<file path="config.mk">
export PLATFORM = sky130hd
export DESIGN_NAME = bmp_pixel_to_framebuffer
export DESIGN_NICKNAME = d
export VERILOG_FILES = /design/src/rtl/bmp_fb_pkg.sv /design/src/rtl/bmp_fb_front.sv /design/src/rtl/bmp_fb_queue.sv /design/src/rtl/bmp_fb_back.sv /design/src/rtl/bmp_pixel_to_framebuffer.sv
export SDC_FILE = /design/constraint.sdc
export NUM_CORES = 1
export LEC_CHECK = 0
export BUFFER_PORTS_ARGS = -buffer_cell sky130_fd_sc_hd__buf_2
export CAP_MARGIN = 20
export CORE_UTILIZATION = 55
export CTS_BUF_LIST = sky130_fd_sc_hd__clkbuf_8
export DETAILED_ROUTE_END_ITERATION = 12
export HOLD_SLACK_MARGIN = 0.08
export PLACE_DENSITY = 0.77
export SLEW_MARGIN = 15
export SYNTH_ARGS = -nofsm -noshare
export SYNTH_HDL_FRONTEND = slang
export SYNTH_SLANG_ARGS = --single-unit
</file>
<file path="constraint.sdc">
create_clock -name clock -period 5.5 [get_ports clock]
set_clock_uncertainty 0.2 [all_clocks]
set_input_delay 0 -clock clock [delete_from_list [all_inputs] [get_ports clock]]
set_output_delay 0 -clock clock [all_outputs]
set_load 0.05 [all_outputs]
</file>
<file path="src/rtl/bmp_fb_pkg.sv">
// ----------------------------------------------------------------------------
// bmp_fb_pkg
// Shared types and constants for the BMP pixel array to framebuffer decoder.
// ----------------------------------------------------------------------------
package bmp_fb_pkg;

   localparam int CSR_INDEX_W = 3;
   localparam int CSR_DATA_W  = 12;
   localparam int DIM_REG_W   = 12;
   localparam int ADDR_W      = 19;
   localparam int COLOR_W     = 32;
   localparam int BYTE_W      = 8;
   localparam int QUEUE_DEPTH = 2;

   localparam logic [CSR_INDEX_W-1:0] REG_IMAGE_WIDTH  = 3'd0;
   localparam logic [CSR_INDEX_W-1:0] REG_IMAGE_HEIGHT = 3'd1;
   localparam logic [CSR_INDEX_W-1:0] REG_MIRROR_X     = 3'd2;
   localparam logic [CSR_INDEX_W-1:0] REG_TOP_DOWN     = 3'd3;
   localparam logic [CSR_INDEX_W-1:0] REG_FOUR_BPP     = 3'd4;

   localparam logic [DIM_REG_W-1:0] RESET_IMAGE_WIDTH  = 12'd800;
   localparam logic [DIM_REG_W-1:0] RESET_IMAGE_HEIGHT = 12'd480;

   typedef struct packed {
      logic [DIM_REG_W-1:0] image_width;
      logic [DIM_REG_W-1:0] image_height;
      logic                 mirror_x;
      logic                 top_down;
      logic                 four_bytes_per_pixel;
   } cfg_type;

endpackage

</file>
<file path="src/rtl/bmp_fb_front.sv">
// ----------------------------------------------------------------------------
// bmp_fb_front
// Takes pixel array bytes, skips row padding, assembles ARGB pixels and
// tracks the image column and row.
// ----------------------------------------------------------------------------
module bmp_fb_front #(
   parameter int CW = 12
) (
   input  logic                     clock,
   input  logic                     reset,
   input  bmp_fb_pkg::cfg_type      cfg,
   input  logic [CW:0]              eff_width,
   input  logic [CW:0]              eff_height,
   input  logic                     byte_valid,
   input  logic [7:0]               byte_data,
   output logic                     pix_valid,
   output logic [31:0]              pix_color,
   output logic [CW-1:0]            pix_col,
   output logic [CW-1:0]            pix_row,
   output logic                     pix_last
);
   import bmp_fb_pkg::*;

   typedef enum logic [1:0] {
      PH_BLUE  = 2'd0,
      PH_GREEN = 2'd1,
      PH_RED   = 2'd2,
      PH_ALPHA = 2'd3
   } phase_type;

   phase_type     phase_ff, phase_in;
   logic [23:0]   accum_ff, accum_in;
   logic [CW-1:0] col_ff, col_in;
   logic [CW-1:0] row_ff, row_in;
   logic [1:0]    pad_ff, pad_in;

   logic          done;
   logic [31:0]   color;
   logic          col_end;
   logic          row_end;

   assign col_end = ({1'b0, col_ff} + 1'b1) >= eff_width;
   assign row_end = ({1'b0, row_ff} + 1'b1) >= eff_height;

   always_comb begin
      phase_in = phase_ff;
      accum_in = accum_ff;
      col_in   = col_ff;
      row_in   = row_ff;
      pad_in   = pad_ff;
      done     = 1'b0;
      color    = {8'd0, accum_ff};
      if (byte_valid) begin
         if (pad_ff != 2'd0) begin
            pad_in = pad_ff - 2'd1;
         end else begin
            unique case (phase_ff)
               PH_BLUE: begin
                  accum_in = {16'd0, byte_data};
                  phase_in = PH_GREEN;
               end
               PH_GREEN: begin
                  accum_in = {accum_ff[23:16], byte_data, accum_ff[7:0]};
                  phase_in = PH_RED;
               end
               PH_RED: begin
                  accum_in = {byte_data, accum_ff[15:0]};
                  if (cfg.four_bytes_per_pixel) begin
                     phase_in = PH_ALPHA;
                  end else begin
                     done  = 1'b1;
                     color = {8'd0, byte_data, accum_ff[15:0]};
                  end
               end
               PH_ALPHA: begin
                  done = 1'b1;
                  if (cfg.four_bytes_per_pixel) begin
                     color = {byte_data, accum_ff};
                  end else begin
                     // depth dropped to 24 bits: take this byte as red
                     accum_in = {byte_data, accum_ff[15:0]};
                     color    = {8'd0, byte_data, accum_ff[15:0]};
                  end
               end
               default: begin
                  phase_in = PH_BLUE;
               end
            endcase
            if (done) begin
               phase_in = PH_BLUE;
               if (col_end) begin
                  // 24-bit rows pad to a word: pad count equals width mod 4
                  pad_in = cfg.four_bytes_per_pixel ? 2'd0 : eff_width[1:0];
                  col_in = '0;
                  row_in = row_end ? '0 : row_ff + 1'b1;
               end else begin
                  col_in = col_ff + 1'b1;
               end
            end
         end
      end
   end

   assign pix_valid = done;
   assign pix_color = color;
   assign pix_col   = col_ff;
   assign pix_row   = row_ff;
   assign pix_last  = col_end && row_end;

   always_ff @(posedge clock) begin
      if (reset) begin
         phase_ff <= PH_BLUE;
         accum_ff <= '0;
         col_ff   <= '0;
         row_ff   <= '0;
         pad_ff   <= '0;
      end else begin
         phase_ff <= phase_in;
         accum_ff <= accum_in;
         col_ff   <= col_in;
         row_ff   <= row_in;
         pad_ff   <= pad_in;
      end
   end

endmodule

</file>
<file path="src/rtl/bmp_fb_queue.sv">
// ----------------------------------------------------------------------------
// bmp_fb_queue
// Short register queue between the byte front end and the address back end.
// ----------------------------------------------------------------------------
module bmp_fb_queue #(
   parameter int DATA_W = 57
) (
   input  logic              clock,
   input  logic              reset,
   input  logic              push,
   input  logic [DATA_W-1:0] push_data,
   output logic              full,
   input  logic              pop,
   output logic [DATA_W-1:0] pop_data,
   output logic              empty
);
   import bmp_fb_pkg::*;

   localparam int PW = (QUEUE_DEPTH > 1) ? $clog2(QUEUE_DEPTH) : 1;
   localparam int NW = $clog2(QUEUE_DEPTH + 1);

   logic [DATA_W-1:0] mem [QUEUE_DEPTH];
   logic [PW-1:0]     wr_ptr_ff, wr_ptr_in;
   logic [PW-1:0]     rd_ptr_ff, rd_ptr_in;
   logic [NW-1:0]     count_ff, count_in;
   logic              do_push;
   logic              do_pop;

   assign full     = count_ff == NW'(QUEUE_DEPTH);
   assign empty    = count_ff == '0;
   assign do_push  = push && !full;
   assign do_pop   = pop && !empty;
   assign pop_data = mem[rd_ptr_ff];

   always_comb begin
      wr_ptr_in = wr_ptr_ff;
      rd_ptr_in = rd_ptr_ff;
      count_in  = count_ff;
      if (do_push) begin
         wr_ptr_in = (wr_ptr_ff == PW'(QUEUE_DEPTH - 1)) ? '0 : wr_ptr_ff + 1'b1;
      end
      if (do_pop) begin
         rd_ptr_in = (rd_ptr_ff == PW'(QUEUE_DEPTH - 1)) ? '0 : rd_ptr_ff + 1'b1;
      end
      if (do_push && !do_pop) begin
         count_in = count_ff + 1'b1;
      end else if (do_pop && !do_push) begin
         count_in = count_ff - 1'b1;
      end
   end

   always_ff @(posedge clock) begin
      if (do_push) begin
         mem[wr_ptr_ff] <= push_data;
      end
   end

   always_ff @(posedge clock) begin
      if (reset) begin
         wr_ptr_ff <= '0;
         rd_ptr_ff <= '0;
         count_ff  <= '0;
      end else begin
         wr_ptr_ff <= wr_ptr_in;
         rd_ptr_ff <= rd_ptr_in;
         count_ff  <= count_in;
      end
   end

endmodule

</file>
<file path="src/rtl/bmp_fb_back.sv">
// ----------------------------------------------------------------------------
// bmp_fb_back
// Mirrors/flips the pixel position, clips to the screen and forms the
// framebuffer word address; two stages, the second is the result register.
// ----------------------------------------------------------------------------
module bmp_fb_back #(
   parameter int CW            = 12,
   parameter int SCREEN_WIDTH  = 800,
   parameter int SCREEN_HEIGHT = 480
) (
   input  logic                     clock,
   input  logic                     reset,
   input  bmp_fb_pkg::cfg_type      cfg,
   input  logic [CW:0]              eff_width,
   input  logic [CW:0]              eff_height,
   input  logic                     in_valid,
   output logic                     in_ready,
   input  logic [31:0]              in_color,
   input  logic [CW-1:0]            in_col,
   input  logic [CW-1:0]            in_row,
   input  logic                     in_last,
   output logic                     out_valid,
   input  logic                     out_pop,
   output logic [bmp_fb_pkg::ADDR_W-1:0] out_address,
   output logic [31:0]              out_color,
   output logic                     out_on_screen,
   output logic                     out_last
);
   import bmp_fb_pkg::*;

   localparam int DW = CW + 1;
   localparam int XW = DW + 1;
   localparam int PW = 2 * DW;

   logic [XW-1:0] x_pos;
   logic [XW-1:0] y_pos;
   logic          on_x;
   logic          on_y;
   logic          a_ready;
   logic          b_ready;
   logic [PW-1:0] full_addr;

   logic          a_valid_ff;
   logic [DW-1:0] a_x_ff;
   logic [DW-1:0] a_y_ff;
   logic          a_on_ff;
   logic [31:0]   a_color_ff;
   logic          a_last_ff;

   logic              b_valid_ff;
   logic [ADDR_W-1:0] b_addr_ff;
   logic [31:0]       b_color_ff;
   logic              b_on_ff;
   logic              b_last_ff;

   // coordinates in two's complement, one bit wider than the dimension
   assign x_pos = cfg.mirror_x ? ({1'b0, eff_width} - XW'(1) - {2'b00, in_col})
                               : {2'b00, in_col};
   assign y_pos = cfg.top_down ? {2'b00, in_row}
                               : ({1'b0, eff_height} - XW'(1) - {2'b00, in_row});
   assign on_x = !x_pos[XW-1] && (x_pos < XW'(SCREEN_WIDTH));
   assign on_y = !y_pos[XW-1] && (y_pos < XW'(SCREEN_HEIGHT));

   assign b_ready  = !b_valid_ff || out_pop;
   assign a_ready  = !a_valid_ff || b_ready;
   assign in_ready = a_ready;

   assign full_addr = PW'(a_y_ff) * PW'(SCREEN_WIDTH) + PW'(a_x_ff);

   always_ff @(posedge clock) begin
      if (reset) begin
         a_valid_ff <= 1'b0;
      end else if (a_ready) begin
         a_valid_ff <= in_valid;
      end
      if (a_ready && in_valid) begin
         a_x_ff     <= x_pos[DW-1:0];
         a_y_ff     <= y_pos[DW-1:0];
         a_on_ff    <= on_x && on_y;
         a_color_ff <= in_color;
         a_last_ff  <= in_last;
      end
   end

   always_ff @(posedge clock) begin
      if (reset) begin
         b_valid_ff <= 1'b0;
      end else if (b_ready) begin
         b_valid_ff <= a_valid_ff;
      end
      if (b_ready && a_valid_ff) begin
         b_addr_ff  <= a_on_ff ? full_addr[ADDR_W-1:0] : '0;
         b_color_ff <= a_color_ff;
         b_on_ff    <= a_on_ff;
         b_last_ff  <= a_last_ff;
      end
   end

   assign out_valid     = b_valid_ff;
   assign out_address   = b_addr_ff;
   assign out_color     = b_color_ff;
   assign out_on_screen = b_on_ff;
   assign out_last      = b_last_ff;

endmodule

</file>
<file path="src/rtl/bmp_pixel_to_framebuffer.sv">
// ----------------------------------------------------------------------------
// bmp_pixel_to_framebuffer
// Decodes a 24/32-bit BMP pixel array byte stream into framebuffer writes.
// ----------------------------------------------------------------------------
//  channel   direction  handshake          payload
//  req_      in         push / full        pixel_byte
//  rsp_      out        empty / pop        fb_address, argb_color,
//                                          on_screen, last_pixel
//  csr_      in         write_en           index, wdata
//
//  One byte is taken every cycle while req_full is low; a result leaves at
//  most once per three bytes. A pixel's result is queued at the edge that
//  takes its last byte, then passes the coordinate stage and then the
//  address multiply stage before it shows on rsp_.
//  req_full rises only when the result side has stalled long enough to fill
//  the queue. Synchronous reset restores the registers to 800 x 480, 24-bit,
//  bottom-up, and clears all counters; no clearing pass is needed.
// ----------------------------------------------------------------------------
module bmp_pixel_to_framebuffer #(
   parameter int SCREEN_WIDTH  = 800,
   parameter int SCREEN_HEIGHT = 480,
   parameter int MAX_DIMENSION = 4096
) (
   input  logic                                clock,
   input  logic                                reset,
   input  logic                                req_push,
   output logic                                req_full,
   input  logic [bmp_fb_pkg::BYTE_W-1:0]       req_pixel_byte,
   output logic                                rsp_empty,
   input  logic                                rsp_pop,
   output logic [bmp_fb_pkg::ADDR_W-1:0]       rsp_fb_address,
   output logic [bmp_fb_pkg::COLOR_W-1:0]      rsp_argb_color,
   output logic                                rsp_on_screen,
   output logic                                rsp_last_pixel,
   input  logic                                csr_write_en,
   input  logic [bmp_fb_pkg::CSR_INDEX_W-1:0]  csr_index,
   input  logic [bmp_fb_pkg::CSR_DATA_W-1:0]   csr_wdata
);
   import bmp_fb_pkg::*;

   localparam int MAX_BITS = $clog2(MAX_DIMENSION);
   localparam int CW       = (MAX_BITS > DIM_REG_W) ? MAX_BITS : DIM_REG_W;
   localparam int DW       = CW + 1;
   localparam int QW       = 1 + 2 * CW + COLOR_W;

   cfg_type       cfg_ff;
   logic [DW-1:0] eff_width;
   logic [DW-1:0] eff_height;

   logic          byte_accept;
   logic          pix_valid;
   logic [31:0]   pix_color;
   logic [CW-1:0] pix_col;
   logic [CW-1:0] pix_row;
   logic          pix_last;

   logic [QW-1:0] q_push_data;
   logic [QW-1:0] q_pop_data;
   logic          q_full;
   logic          q_empty;
   logic          back_ready;
   logic          back_out_valid;

   always_ff @(posedge clock) begin
      if (reset) begin
         cfg_ff.image_width          <= RESET_IMAGE_WIDTH;
         cfg_ff.image_height         <= RESET_IMAGE_HEIGHT;
         cfg_ff.mirror_x             <= 1'b0;
         cfg_ff.top_down             <= 1'b0;
         cfg_ff.four_bytes_per_pixel <= 1'b0;
      end else if (csr_write_en) begin
         unique case (csr_index)
            REG_IMAGE_WIDTH:  cfg_ff.image_width          <= csr_wdata[DIM_REG_W-1:0];
            REG_IMAGE_HEIGHT: cfg_ff.image_height         <= csr_wdata[DIM_REG_W-1:0];
            REG_MIRROR_X:     cfg_ff.mirror_x             <= csr_wdata[0];
            REG_TOP_DOWN:     cfg_ff.top_down             <= csr_wdata[0];
            REG_FOUR_BPP:     cfg_ff.four_bytes_per_pixel <= csr_wdata[0];
            default: begin
            end
         endcase
      end
   end

   // a zero dimension stands for the maximum
   assign eff_width  = (cfg_ff.image_width == '0) ? DW'(MAX_DIMENSION)
                                                  : DW'(cfg_ff.image_width);
   assign eff_height = (cfg_ff.image_height == '0) ? DW'(MAX_DIMENSION)
                                                   : DW'(cfg_ff.image_height);

   assign req_full    = q_full;
   assign byte_accept = req_push && !q_full;

   bmp_fb_front #(
      .CW (CW)
   ) u_front (
      .clock      (clock),
      .reset      (reset),
      .cfg        (cfg_ff),
      .eff_width  (eff_width),
      .eff_height (eff_height),
      .byte_valid (byte_accept),
      .byte_data  (req_pixel_byte),
      .pix_valid  (pix_valid),
      .pix_color  (pix_color),
      .pix_col    (pix_col),
      .pix_row    (pix_row),
      .pix_last   (pix_last)
   );

   assign q_push_data = {pix_last, pix_row, pix_col, pix_color};

   bmp_fb_queue #(
      .DATA_W (QW)
   ) u_queue (
      .clock     (clock),
      .reset     (reset),
      .push      (pix_valid),
      .push_data (q_push_data),
      .full      (q_full),
      .pop       (back_ready),
      .pop_data  (q_pop_data),
      .empty     (q_empty)
   );

   bmp_fb_back #(
      .CW            (CW),
      .SCREEN_WIDTH  (SCREEN_WIDTH),
      .SCREEN_HEIGHT (SCREEN_HEIGHT)
   ) u_back (
      .clock         (clock),
      .reset         (reset),
      .cfg           (cfg_ff),
      .eff_width     (eff_width),
      .eff_height    (eff_height),
      .in_valid      (!q_empty),
      .in_ready      (back_ready),
      .in_color      (q_pop_data[COLOR_W-1:0]),
      .in_col        (q_pop_data[COLOR_W+CW-1:COLOR_W]),
      .in_row        (q_pop_data[COLOR_W+2*CW-1:COLOR_W+CW]),
      .in_last       (q_pop_data[QW-1]),
      .out_valid     (back_out_valid),
      .out_pop       (rsp_pop),
      .out_address   (rsp_fb_address),
      .out_color     (rsp_argb_color),
      .out_on_screen (rsp_on_screen),
      .out_last      (rsp_last_pixel)
   );

   assign rsp_empty = !back_out_valid;

endmodule

</file>
==> key figures, run 1 <==
Outcome
  • Run status: finished clean

Cells and area
  • Nets: 1,598
  • Final Util: 65.0%
  • Syn-to-layout area delta: 15.4%
  • Share of cells above drive strength 1: 15.1%

Floorplan
  • Die area: 28,500 um2
  • Initial Util: 56.4%
  • Rows: 60
  • Die width: 169 um
  • Core area: 27,100 um2
  • Num ports: 83
  • Die Y: 169 um

Yosys
  • Post-synth cell types: 77
  • Fraction of synthesized cell area in xor and xnor cells: 3.78%
  • Seq cells post-synth: 313
  • Sequential element share of the synthesized area: 55.9%
  • Synth Net Count: 1,459
  • Simple-gate share of the synthesized area: 12.6%
  • Main combinational cell family by area after synthesis: simple AND/OR/NAND/NOR gates
  • Synthesized area per cell: 11.5 um2
  • Ys flop type: edfxtp_1
  • Post-synthesis adder-cell area fraction: 8.61%
  • Post-synth EDFFs: 227
  • Mux cell area share after synthesis: 5.73%
  • Post-synthesis compound-gate area fraction: 9.26%
  • Syn. warnings: 0
  • Asr flop ratio synth: 0%
  • Post-Synthesis Cells: 1,334
  • Synth Cell Area: 15,300 um2

Critical path
  • Worst path slowest cell: or4b_1
  • Startpoint types: flip-flop
  • Max incr delay on CP: 0.49 ns
  • Arrival time at the worst endpoint: 4.42 ns
  • WP data required: 5.71 ns
  • Critical Path Sink Type: flip-flop
  • CP Cell Sequence: buf_4 > mux2i_1 > ha_1 > a211oi_1 > o211ai_1 > o2111ai_1 > a21oi_1 > maj3_1 > xor2_1 > o2111ai_1 > or4b_1 > nor4_2
  • Worst setup path class: reg -> reg
  • Worst path most repeated cell: o2111ai_1
  • CP Max Fanout: 24

Route
  • Remaining antenna violation count after routing: 0
  • Initial DRC Count: 692
  • DR vias: 10,603
  • DRC: 0
  • WL/cell: 17.4 um
  • Drt first pass iters: 5
  • Routed wire length: 32,900 um
  • Via density: 5.62

Clock network
  • CTS tree: yes
  • Clock root cell: clkbuf_8
  • Max Root-Sink Buffers: 3
  • Setup bufs post-CTS: 0
  • CTS buffer count: 50
  • Sinks on Clock Net: 313
  • H-tree depth: 2
  • Latest clock arrival within the worst-skew pair: 0.60 ns
  • Hold-fix buffers, CTS: 66
  • Post-cts sizing count: 0
  • Clock-pin slew on the worst setup and hold paths: 0.06 ns

Flow run
  • Max cap viols: 0

GRT
  • Largest net degree at the start of global routing: 88
  • All-Layer GR Usage: 23.4%
  • Initial antenna violation count: 0
  • Aggregate global routing overflow: 0
  • Vias in the first global route: 10,436
  • First-pass GRT wire length: 53,100 um

Pwr
  • Power Total: 9400 uW
  • VDD IR max: 0.000459 V
  • PD cells: 533 nW/um2
  • Lkg Pwr: 0.00685 uW

Timing
  • Slew @ Worst Pin: 1.11 ns
  • Setup violations, final: 0
  • Setup TNS: 0 ns
  • Relative slew slack: 25.5%
  • Final WS setup: 1.29 ns
  • Slew Limit Fails: 0
  • FMAX: 0.238 GHz
  • Tcrit/Tclk final: 76.5%
  • RSZ-0062 raised after global routing: false
  • Worst Hold Margin: 0.103 ns
  • Final Hold Vio Count: 0
  • Period minus WS final: 4.21 ns

Placement
  • IO Port Bufs: 82
  • GPL Wtd Cong: 0.864
  • DPL Wire Length: 21,500 um
  • Post-place setup slack: 1.31 ns

Min path
  • Worst Hold Class: in -> reg
sequential cells by signal (all words and copies together) (netlist names), 2 cells and up, named ones only:
register	cells
cfg_ff	27
u_back.a_color_ff	32
u_back.a_x_ff	13
u_back.a_y_ff	13
u_back.out_address	19
u_back.out_color	32
u_front.accum_ff	24
u_front.pad_ff	2
u_front.phase_ff	2
u_front.pix_col	12
u_front.pix_row	12
u_queue.count_ff	2
u_queue.mem	114
path summary, 6_finish.rpt:
kind | from | endpoint | slack, ns | cells past startpoint
worst min register to register | u_back.a_color_ff[19] | u_back.out_color[19] | 0.21 | 0
worst max register to register | flip-flop | u_back.a_on_ff | 1.29 | 12
worst min-delay path | csr_wdata[0] | cfg_ff[15] | 0.10 | 4
worst max-delay path | flip-flop | u_back.a_on_ff | 1.29 | 12
cells in the mapped netlist (all sizes together) (2+ instances only):
| library cell | number | area (um2) |
|---|---|---|
| a2111o | 2 | 22.5 |
| a2111oi | 3 | 45.1 |
| a211o | 6 | 52.6 |
| a211oi | 11 | 82.6 |
| a21boi | 3 | 22.5 |
| a21o | 14 | 105 |
| a21oi | 97 | 485 |
| a22oi | 3 | 22.5 |
| a2bb2oi | 2 | 17.5 |
| a31oi | 6 | 37.5 |
| a41o | 3 | 30.0 |
| a41oi | 2 | 17.5 |
| and2 | 22 | 138 |
| and3 | 15 | 93.8 |
| buf | 11 | 70.1 |
| clkbuf | 61 | 230 |
| dfxtp | 86 | 1720 |
| edfxtp | 227 | 6820 |
| fa | 11 | 220 |
| ha | 86 | 1080 |
| inv | 89 | 334 |
| maj3 | 2 | 20.0 |
| mux2 | 47 | 537 |
| mux2i | 31 | 339 |
| nand2 | 118 | 443 |
| nand2b | 10 | 62.6 |
| nand3 | 50 | 250 |
| nand3b | 8 | 60.1 |
| nand4 | 7 | 43.8 |
| nor2 | 83 | 314 |
| nor2b | 18 | 113 |
| nor3 | 14 | 75.1 |
| nor3b | 9 | 67.6 |
| nor4 | 11 | 75.1 |
| o2111ai | 2 | 17.5 |
| o211ai | 6 | 50.1 |
| o21a | 4 | 30.0 |
| o21ai | 40 | 200 |
| o31ai | 6 | 45.0 |
| o41ai | 2 | 25.0 |
| or2 | 9 | 56.3 |
| or3 | 11 | 68.8 |
| or4 | 2 | 15.0 |
| xnor2 | 47 | 412 |
| xor2 | 19 | 166 |
cells by family (layout without fill, tap and decap cells):
group           after synthesis  in the layout
simple gates                392            392
flops                       313            313
compound gates              224            224
buf+inv                     162            341
fa+ha+maj                    99             99
mux                          78             78
xor+xnor                     66             66
other cells                   0              1
power breakdown:
| part | switching (uW) | total, uW | leakage (uW) | internal [uW] |
|---|---|---|---|---|
| clock network | 912 | 1940 | 0.000601 | 1030 |
| logic | 2530 | 4150 | 0.00343 | 1620 |
| registers | 166 | 3310 | 0.00283 | 3140 |
worst max-delay path: cells and delay by family, from the launching register on:
family                     cells  cell delay [ns]
xor gates and xnor gates       1             0.18
buffers and inverters          1             0.39
AOI/OAI and AO/OA              5             1.15
and+or+nand+nor                2             0.63
DFF                            1             0.35
muxes                          1             0.40
adders and majority gates      2             0.71
routing by layer:
metal / global-route usage [%] / up-vias / share of wire (%)
met1: 31.2 / 5097 / 43
met4: 9.57 / 0 / 3.4
li1: - / 5055 / -
met3: 3.74 / 88 / 6.0
met5: 0 / - / 0
met2: 38.4 / 363 / 47
through the flow:
step           instances  instance area (um2)
5_1_grt             1885                17600
2_1_floorplan       1334                15300
3_5_place_dp        1726                16000
6_report            1886                17600
4_1_cts             1884                17600
3_3_place_gp        1726                16000
cell type report:
type,instances,area [um2]
fill,2044,9470
sequential,313,8540
multi-input combinational,859,6120
timing repair buffer,159,1170
clock buffer,59,812
tap,372,465
inverter,90,338
clock inverter,33,183
antenna,1,2.50
placed cells by master (no fill, tap or decap), types with 39 or more instances in the layout:
master	synthesis	layout
dlygate4sd3_1	0	66
o21ai_0	39	39
clkbuf_8	0	59
xnor2_1	47	47
buf_2	4	82
ha_1	86	86
mux2_2	45	45
nand2_1	118	118
nor2_1	82	81
a21oi_1	97	97
nand3_1	50	50
dfxtp_1	86	85
inv_1	89	113
edfxtp_1	227	227
Power figures use the tool's default switching activity.
==> inputs of run 2 (changes only) <==
Clock period 5.5 ns to 4.4 ns, I/O delays scaled along.
==> key figures, run 2 (synthesis results as in run 1) <==
GRT
  • Largest net degree at the start of global routing: 88 (unchanged)
  • Initial antenna violation count: 0 (unchanged)
  • Vias in the first global route: 10,635 (+1.9%)
  • All-Layer GR Usage: 23.5% (about the same)
  • First-pass GRT wire length: 53,200 um (about the same)
  • Aggregate global routing overflow: 0 (unchanged)

Cells and area
  • Leading cell types in the layout, fill and taps excluded: edfxtp_1, nand2_1, inv_1
  • Ant. Diodes: 0 (-1)
  • Number of flip-flops in the largest register: 114 (unchanged)
  • Commonest non-fill, non-tap cell in the layout: edfxtp_1
  • Share of cells above drive strength 1: 15.8% (+0.62 points)
  • Syn-to-layout area delta: 15.1%
  • Fill cell count: 2,036 (-0.39%)
  • Nets: 1,595 (-0.19%)
  • Top reg by flops: u_queue.mem

Route
  • DR vias: 10,558 (-0.42%)
  • WL/cell: 17.4 um (-0.40%)
  • Drt first pass iters: 7 (+2)
  • DRC: 0 (unchanged)
  • Via density: 5.61 (-0.27%)
  • Initial DRC Count: 836 (+21%)
  • Remaining antenna violation count after routing: 0 (unchanged)
  • Routed wire length: 32,700 um (-0.55%)

Timing
  • Setup TNS: 0 ns (unchanged)
  • Slew @ Worst Pin: 0.962 ns (-0.147 ns)
  • FMAX: 0.246 GHz (+3.5%)
  • RSZ-0062 raised after global routing: false
  • Final Hold Vio Count: 0 (unchanged)
  • Setup violations, final: 0 (unchanged)
  • Period minus WS final: 4.06 ns (-0.142 ns)
  • Slew Limit Fails: 0 (unchanged)
  • Relative slew slack: 35.7% (+10 points)
  • Tcrit/Tclk final: 92.4% (+16 points)

Placement
  • IO Port Bufs: 82 (unchanged)
  • DPL Wire Length: 21,900 um (+2.0%)
  • GPL Wtd Cong: 0.893 (+3.5%)

Clock network
  • Setup bufs post-CTS: 0 (unchanged)
  • H-tree depth: 2 (unchanged)
  • Clock-pin slew on the worst setup and hold paths: 0.06 ns (about the same)
  • Sinks on Clock Net: 313 (unchanged)
  • Post-cts sizing count: 0 (unchanged)
  • Clock root cell: clkbuf_8
  • Hold-fix buffers, CTS: 60 (-9.1%)
  • CTS buffer count: 49 (-2.0%)
  • Max Root-Sink Buffers: 3 (unchanged)
  • CTS tree: yes
  • Latest clock arrival within the worst-skew pair: 0.58 ns (-0.02 ns)

Critical path
  • Arrival time at the worst endpoint: 4.27 ns (-0.15 ns)
  • Critical Path Sink Type: flip-flop
  • WP data required: 4.60 ns (-1.11 ns)
  • Startpoint types: flip-flop
  • CP Max Fanout: 13 (-46%)
  • Worst setup path class: reg -> reg

Flow run
  • Max cap viols: 0 (unchanged)

Pwr
  • VDD IR max: 0.000618 V (+35%)
  • Power Total: 11,800 uW (+26%)
  • PD cells: 671 nW/um2 (+26%)
  • Lkg Pwr: 0.00678 uW (-1.0%)

Floorplan
  • Num ports: 83 (unchanged)
  • Die width: 169 um (unchanged)
  • Core area: 27,100 um2 (unchanged)
  • Initial Util: 56.4% (unchanged)
  • Die Y: 169 um (unchanged)
  • Rows: 60 (unchanged)
  • Die area: 28,500 um2 (unchanged)

Outcome
  • Run status: finished clean

Min path
  • Worst Hold Class: in -> reg
-- run 2: changes by cell type in the layout (fill, tap and decap cells not counted) --
cell           before  now
inv_8               0    1
diode_2             1    0
inv_1             113  101
clkinvlp_4          0    1
clkinv_2            2    7
buf_4              10   14
inv_6               1    0
dlygate4sd3_1      66   60
clkinv_1            3   10
clkinv_8            1    0
-- run 2: final cells by class --
cell class	instances	area, um2	area share [%]
Clock buffer	59	812	4.61
Clock inverter	33	183	1.04
Inverter	90	338	1.92
Multi-Input combinational cell	859	6120	34.8
Sequential cell	313	8540	48.5
Tap cell	372	465	2.65
Timing Repair Buffer	157	1140	6.46
-- run 2: layer usage --
| layer | track usage, % | routed length, um | vias up |
|---|---|---|---|
| met1 | 30.9 | 14100 | 5085 |
| met5 | 0 | 0 | - |
| met4 | 10.9 | 1200 | 0 |
| met3 | 4.19 | 1920 | 92 |
| met2 | 37.9 | 15500 | 332 |
| li1 | - | - | 5049 |
-- run 2: path summary, 6_finish.rpt --
check                        startpoint              endpoint  slack [ns]  cells past startpoint
setup / recovery              flip-flop        u_back.a_on_ff        0.34                     13
hold / removal        req_pixel_byte[6]   u_front.accum_ff[6]        0.11                      4
setup reg to reg              flip-flop        u_back.a_on_ff        0.34                     13
hold reg to reg   u_back.a_color_ff[12]  u_back.out_color[12]        0.21                      0
-- run 2: critical path, cell delays in order (launching register included) --
cell,delay [ns]
dfxtp_2,0.58
mux2i_1,0.30
ha_1,0.22
inv_1,0.06
fa_1,0.39
nand2b_1,0.17
o2bb2ai_1,0.23
a211oi_1,0.30
nor2_1,0.08
xnor2_1,0.16
a211o_1,0.28
a41o_1,0.25
or4b_1,0.53
nor4_2,0.15
-- run 2: through the flow --
| stage | worst slack (ns) | std cells | area, um2 | hold slack [ns] | utilization (%) |
|---|---|---|---|---|---|
| 6_report | 0.336 | 1883 | 17600 | 0.107 | 64.9 |
| 5_1_grt | 0.0470 | 1883 | 17600 | 0.104 | 64.9 |
| 2_1_floorplan | 0.136 | 1334 | 15300 | -0.0822 | - |
| 3_5_place_dp | 0.396 | 1731 | 16000 | 0.0616 | 59.0 |
| 4_1_cts | 0.350 | 1883 | 17600 | 0.0827 | 64.9 |
| 3_3_place_gp | 0.500 | 1731 | 16000 | 0.0669 | 59.0 |
-- run 2: report_power, final --
part	leakage, uW	internal (uW)	switching, uW	total, uW
Combinational	0.00339	2030	3180	5210
Sequential	0.00283	3920	233	4150
Clock	0.000563	1290	1160	2450
Total	0.00678	7240	4570	11800
